## src/rtl/spf_pkg.sv

```systemverilog
// shared types and constants for the source address / port packet filter
package spf_pkg;

    // table size and derived counter widths
    localparam int TABLE_DEPTH = 64;
    localparam int CNT_W       = $clog2(TABLE_DEPTH + 1);

    // field widths
    localparam int ADDR_W  = 32;
    localparam int PORT_W  = 16;
    localparam int PROTO_W = 8;
    localparam int CMD_W   = 2;
    localparam int MODE_W  = 2;

    // command codes
    localparam logic [CMD_W-1:0] CMD_CLASSIFY = 2'd0;
    localparam logic [CMD_W-1:0] CMD_APPEND   = 2'd1;
    localparam logic [CMD_W-1:0] CMD_CLEAR    = 2'd2;

    // filter modes
    localparam logic [MODE_W-1:0] MODE_WHITE = 2'd1;
    localparam logic [MODE_W-1:0] MODE_BLACK = 2'd2;

    // filtered protocols
    localparam logic [PROTO_W-1:0] PROTO_TCP = 8'd6;
    localparam logic [PROTO_W-1:0] PROTO_UDP = 8'd17;

    // one table entry, also used as the search key
    typedef struct packed {
        logic [ADDR_W-1:0] addr;
        logic [PORT_W-1:0] port;
    } entry_t;

endpackage

```

## src/rtl/src_ip_port_packet_filter.sv

```systemverilog
// top level of the source address / port packet filter
//
// Commands are taken when start is high and busy is low. Append, clear,
// classify of a protocol other than TCP/UDP, and unused codes finish without
// a scan: the result strobe (done) rises the cycle after the command, and busy
// stays low, so another command can follow at once. A TCP/UDP classify
// searches the table by rippling a hit flag along a row of TABLE_DEPTH cells,
// one cell per cycle; its result shows once the flag has passed the last
// cell, and busy is high until that cycle. Each result is present for one
// cycle only and the receiver cannot stall it. New entries enter at the head
// of the row and push older ones along; the filter mode register may only be
// written while the block is idle.
module src_ip_port_packet_filter (
    input  logic                          clk,
    input  logic                          rst_n,
    input  logic                          start,
    output logic                          busy,
    input  logic [spf_pkg::CMD_W-1:0]     cmd,
    input  logic [spf_pkg::ADDR_W-1:0]    src_addr,
    input  logic [spf_pkg::PROTO_W-1:0]   proto_num,
    input  logic [spf_pkg::PORT_W-1:0]    src_port_num,
    input  logic                          cfg_we,
    input  logic [spf_pkg::MODE_W-1:0]    cfg_wdata,
    output logic                          done,
    output logic                          verdict,
    output logic                          matched,
    output logic                          status
);
    import spf_pkg::*;

    logic              busy_reg,    busy_next;
    logic [CNT_W-1:0]  scan_cnt_reg, scan_cnt_next;
    logic [CNT_W-1:0]  count_reg,   count_next;
    logic [MODE_W-1:0] mode_reg;
    entry_t            key_reg,     key_next;
    logic              done_reg,    done_next;
    logic              verdict_reg, verdict_next;
    logic              matched_reg, matched_next;
    logic              status_reg,  status_next;

    logic   accept;
    logic   is_filtered;
    logic   shift_en;
    entry_t new_entry;
    logic   scan_hit;

    entry_t cell_entry [TABLE_DEPTH+1];
    logic   cell_hit   [TABLE_DEPTH+1];

    assign accept      = start && !busy_reg;
    assign is_filtered = (proto_num == PROTO_TCP) || (proto_num == PROTO_UDP);
    assign shift_en    = accept && (cmd == CMD_APPEND) &&
                         (count_reg != CNT_W'(TABLE_DEPTH));
    assign new_entry   = '{addr: src_addr, port: src_port_num};

    // row of cells, head fed by the new entry and a clear hit flag
    assign cell_entry[0] = new_entry;
    assign cell_hit[0]   = 1'b0;

    for (genvar i = 0; i < TABLE_DEPTH; i++)
    begin : g_cell
        logic entry_valid;

        // cells below the fill count hold live entries
        assign entry_valid = count_reg > CNT_W'(i);

        spf_cell u_cell (
            .clk         (clk),
            .shift_en    (shift_en),
            .entry_in    (cell_entry[i]),
            .search_key  (key_reg),
            .entry_valid (entry_valid),
            .hit_in      (cell_hit[i]),
            .entry_out   (cell_entry[i+1]),
            .hit_out     (cell_hit[i+1])
        );
    end

    assign scan_hit = cell_hit[TABLE_DEPTH];

    // command decode and scan control
    always_comb
    begin
        busy_next     = busy_reg;
        scan_cnt_next = scan_cnt_reg;
        count_next    = count_reg;
        key_next      = key_reg;
        done_next     = 1'b0;
        verdict_next  = 1'b0;
        matched_next  = 1'b0;
        status_next   = 1'b0;

        if (busy_reg)
        begin
            // scan in flight, result once the flag reached the tail
            if (scan_cnt_reg == CNT_W'(TABLE_DEPTH))
            begin
                busy_next    = 1'b0;
                done_next    = 1'b1;
                matched_next = scan_hit;
                if (mode_reg == MODE_WHITE)
                begin
                    verdict_next = !scan_hit;
                end
                else if (mode_reg == MODE_BLACK)
                begin
                    verdict_next = scan_hit;
                end
            end
            else
            begin
                scan_cnt_next = scan_cnt_reg + CNT_W'(1);
            end
        end
        else if (accept)
        begin
            unique case (cmd)
                CMD_CLASSIFY:
                begin
                    if (is_filtered)
                    begin
                        busy_next     = 1'b1;
                        scan_cnt_next = '0;
                        key_next      = new_entry;
                    end
                    else
                    begin
                        done_next = 1'b1;
                    end
                end
                CMD_APPEND:
                begin
                    done_next = 1'b1;
                    if (count_reg == CNT_W'(TABLE_DEPTH))
                    begin
                        status_next = 1'b1;
                    end
                    else
                    begin
                        count_next = count_reg + CNT_W'(1);
                    end
                end
                CMD_CLEAR:
                begin
                    done_next  = 1'b1;
                    count_next = '0;
                end
                default:
                begin
                    done_next = 1'b1;
                end
            endcase
        end
    end

    // control state and registered result
    always_ff @(posedge clk or negedge rst_n)
    begin
        if (!rst_n)
        begin
            busy_reg     <= 1'b0;
            scan_cnt_reg <= '0;
            count_reg    <= '0;
            mode_reg     <= '0;
            done_reg     <= 1'b0;
        end
        else
        begin
            busy_reg     <= busy_next;
            scan_cnt_reg <= scan_cnt_next;
            count_reg    <= count_next;
            done_reg     <= done_next;
            if (cfg_we)
            begin
                mode_reg <= cfg_wdata;
            end
        end
    end

    // payload registers
    always_ff @(posedge clk)
    begin
        key_reg     <= key_next;
        verdict_reg <= verdict_next;
        matched_reg <= matched_next;
        status_reg  <= status_next;
    end

    assign busy    = busy_reg;
    assign done    = done_reg;
    assign verdict = verdict_reg;
    assign matched = matched_reg;
    assign status  = status_reg;

endmodule

```

## src/rtl/spf_cell.sv

```systemverilog
// one table cell: holds an entry, shifts it on append, ripples the hit flag
module spf_cell (
    input  logic           clk,
    input  logic           shift_en,
    input  spf_pkg::entry_t entry_in,
    input  spf_pkg::entry_t search_key,
    input  logic           entry_valid,
    input  logic           hit_in,
    output spf_pkg::entry_t entry_out,
    output logic           hit_out
);
    import spf_pkg::*;

    entry_t entry_reg;
    logic   hit_reg;
    logic   local_match;

    // compare the held entry against the broadcast key
    assign local_match = entry_valid && (entry_reg == search_key);

    // entry shift on append and hit ripple toward the end of the row
    always_ff @(posedge clk)
    begin
        if (shift_en)
        begin
            entry_reg <= entry_in;
        end
        hit_reg <= hit_in | local_match;
    end

    assign entry_out = entry_reg;
    assign hit_out   = hit_reg;

endmodule

```

## config.mk

```make
export PLATFORM = sky130hd
export DESIGN_NAME = src_ip_port_packet_filter
export DESIGN_NICKNAME = d
export VERILOG_FILES = /design/src/rtl/spf_pkg.sv /design/src/rtl/src_ip_port_packet_filter.sv /design/src/rtl/spf_cell.sv
export SDC_FILE = /design/constraint.sdc
export NUM_CORES = 2
export LEC_CHECK = 0
export ABC_CLOCK_PERIOD_IN_PS = 219800
export BUFFER_PORTS_ARGS = -buffer_cell sky130_fd_sc_hd__buf_2
export CAP_MARGIN = 20
export CORE_MARGIN = 2
export CORE_UTILIZATION = 55
export DETAILED_ROUTE_END_ITERATION = 6
export MAX_ROUTING_LAYER = met4
export PLACE_DENSITY = 0.82
export SLEW_MARGIN = 10
export SYNTH_ARGS = -nofsm -noshare
export SYNTH_HDL_FRONTEND = slang
export SYNTH_SLANG_ARGS = --single-unit
export TNS_END_PERCENT = 5
```

## constraint.sdc

```tcl
create_clock -name clk -period 219.8 [get_ports clk]
set_clock_uncertainty 0.2 [all_clocks]
set_input_delay 10.99 -clock clk [delete_from_list [all_inputs] [get_ports clk]]
set_output_delay 10.99 -clock clk [all_outputs]
set_load 0.02 [all_outputs]
```

==> flow_metrics.tcl <==
set metrics [dict create \
    cp_data_arrival_time_ns 17.13 \
    path_buf_inv 9 \
    placeableCoreArea_mm2 0.240 \
    dieArea_mm2 0.245 \
    htreeDepth 5 \
    cp_slowest_cell "buf_4" \
    fin_total_pwr_mw 1.28 \
    async_flop_share_pct 0.562 \
    worst_ep_required_time_ns 220.15 \
    viasPerCell 6.44 \
    fmax_mhz 59.6 \
    status "complete, no violations" \
    fin_nets 8173 \
    clock-root-buffer "clkbuf_16" \
    cp_common_cell "buf_4" \
    grt_usage_pct 32.5 \
    postCtsSetupBuffers 0 \
    dp_hpwl_um 242000 \
    start_util_pct 55.2 \
    avgSynthCellArea_um2 16.7 \
    synth_top_area_cell "edfxtp_1" \
    cts_buffers 321 \
    areaGrowthSynthToFinish_pct 10.7 \
    pin_count 69 \
    synthesis.nets 8007 \
    drtIter0Drc 12569 \
    cts_tree "built" \
    path_depth 12 \
    crit_family "buffers and inverters" \
    critical_path_peak_fanout 84 \
    yosysWarningCount 0 \
    ys_seq_area_share_pct 72.1 \
    synthTopCellsByArea "edfxtp_1 (71%), xnor2_1 (12%), xor2_1 (7.9%)" \
    grt_max_degree 210 \
    ctsHoldBuffers 0 \
    powerDensity_mw_per_mm2 8.75 \
    port_buffers 68 \
    whs_path_depth 1 \
    insertion_delay_ns 0.97 \
    worst_setup_path_start_kind "input port" \
    layout.cells.most_common "edfxtp_1" \
    min_period_ns 16.79 \
    worstSetupPathType "input port to flop" \
    hold_class "flop to flop" \
    clk_pin_slew_ns 0.06 \
    end_kind "flop" \
    die_h_um 495 \
    irDropWorstVdd_uv 6.64 \
    min_to "g_cell[53].u_cell.hit_out$_DFF_P_" \
    drive_above_1_share_pct 7.88 \
    worstRegToRegCells 13 \
    grt_pass1_vias 73274 \
    setup_viol 0 \
    hold_viol 0 \
    hold_path_startpoint "g_cell[52].u_cell.hit_out$_DFF_P_" \
    final_cell_mix "edfxtp_1 (3,120), xnor2_1 (1,846), xor2_1 (1,201)" \
    cts.sinks 3205 \
    r2r-start "count_reg[1]$_DFFE_PN0P_" \
    synth_cell_types 63 \
    largest_register_ffs 3072 \
    drtAntennaViolNets 0 \
    drt_pass1_iterations 6 \
    drv_cap 0 \
    r2r-end "g_cell[14].u_cell.entry_out[4]$_DFFE_PP_" \
    clockBufferDepth 4 \
    cts.repair.resized 0 \
    post-route-period-util_pct 7.64 \
    syn-cell-area_mm2 0.133 \
    wl_met3_um 49800 \
    die_width_um 495 \
    worst_slew_pin_slew_ns 1.23 \
    ys_seq_elements 3205 \
    drc 0 \
    synth_cells 7934 \
    wirelength_um 389000 \
    synth_edf_count 3120 \
    gp_congestion 0.953 \
    r2r_slack_ns 211.81 \
    max_stage_delay_ns 0.99 \
    leakage_nw 43.7 \
    antenna_found_initial 17 \
    tns_ns 0 \
    grt_overflow_total 0 \
    synth_top_area_share_pct 70.7 \
    top_layer "met4" \
    via_count 74359 \
    finalMaxSlewViolations 0 \
    rows 180 \
    final_util_pct 61.1 \
    rsz0062_at_grt "false" \
    slew-limit-headroom_pct 17.7 \
    wl_per_cell_um 33.7 \
    synth_flop_cell "edfxtp_1" \
    grt_pass1_wl_um 544000 \
    crit_chain "buf_2 > inv_1 > ha_1 > nand2_1 > nor2b_4 > buf_4 > buf_4 > buf_4 > buf_4 > buf_16 > buf_4 > buf_4" \
    wl_met1_um 133000 \
    wl_met2_um 183000 \
]
[layout make-up]
| cell class | instances | area, um2 |
|---|---|---|
| repair buffers | 198 | 1830 |
| multi-input cells | 4337 | 34900 |
| fillers | 16489 | 93400 |
| diodes | 20 | 50.0 |
| flip-flops and latches | 3205 | 95500 |
| clock inverters | 153 | 1730 |
| well taps | 3185 | 3990 |
| clock buffers | 411 | 8630 |
| inverters | 37 | 139 |
[power by group]
group / internal (mW) / switching (mW)
sequential: 0.681 / 0.0130
combinational: 0.0102 / 0.0250
clock: 0.321 / 0.234
[through the flow]
| step | cell area, um2 | hold WS (ns) | setup WS [ns] | std cells |
|---|---|---|---|---|
| floorplan | 133000 | 0.182 | 66.32 | 7934 |
| global placement | 136000 | 0.205 | 201.38 | 10953 |
| detailed placement | 136000 | 0.201 | 201.18 | 10954 |
| CTS | 147000 | 0.206 | 202.19 | 11518 |
| global route | 147000 | 0.222 | 202.71 | 11542 |
| finish | 147000 | 0.213 | 203.02 | 11546 |
[worst max path at each step]
stage / from / to / slack [ns]
final: cmd[1] / g_cell[14].u_cell.entry_out[4]$_DFFE_PP_ / 203.02
after global routing: cmd[1] / g_cell[14].u_cell.entry_out[32]$_DFFE_PP_ / 202.71
after detailed placement: cmd[1] / g_cell[14].u_cell.entry_out[22]$_DFFE_PP_ / 201.18
after CTS: cmd[1] / g_cell[14].u_cell.entry_out[32]$_DFFE_PP_ / 202.19
after global placement: cmd[1] / g_cell[14].u_cell.entry_out[17]$_DFFE_PP_ / 201.38
after floorplan: cmd[1] / g_cell[0].u_cell.entry_out[0]$_DFFE_PP_ / 66.32
[synth_stat cells (30+ instances only)]
cell type and count:
edfxtp_1 3120, xnor2_1 1846, xor2_1 1201, nand4_1 521
nor4_1 399, buf_2 266, dfxtp_1 67, buf_4 64
nor2_1 46, nor3_1 44, a41o_1 36, inv_1 33
nand2_1 30, o21ai_0 30
[routing by layer]
metal | vias to the layer above | track usage (%)
li1 | 29601 | -
met4 | 0 | 17.1
met3 | 1414 | 7.46
met5 | - | -
met1 | 37232 | 40.4
met2 | 6112 | 49.8
[cells by family after synthesis]
logic type	Yosys count	synth area share, %
AOI/OAI and AO/OA	181	1.05
xor gates and xnor gates	3047	20.1
adders and majority gates	9	0.0850
buffers and inverters	392	1.63
DFF	3205	72.1
muxes	4	0.0321
and+or+nand+nor	1096	5.00
Note: power is estimated with default switching activity, not from simulation.
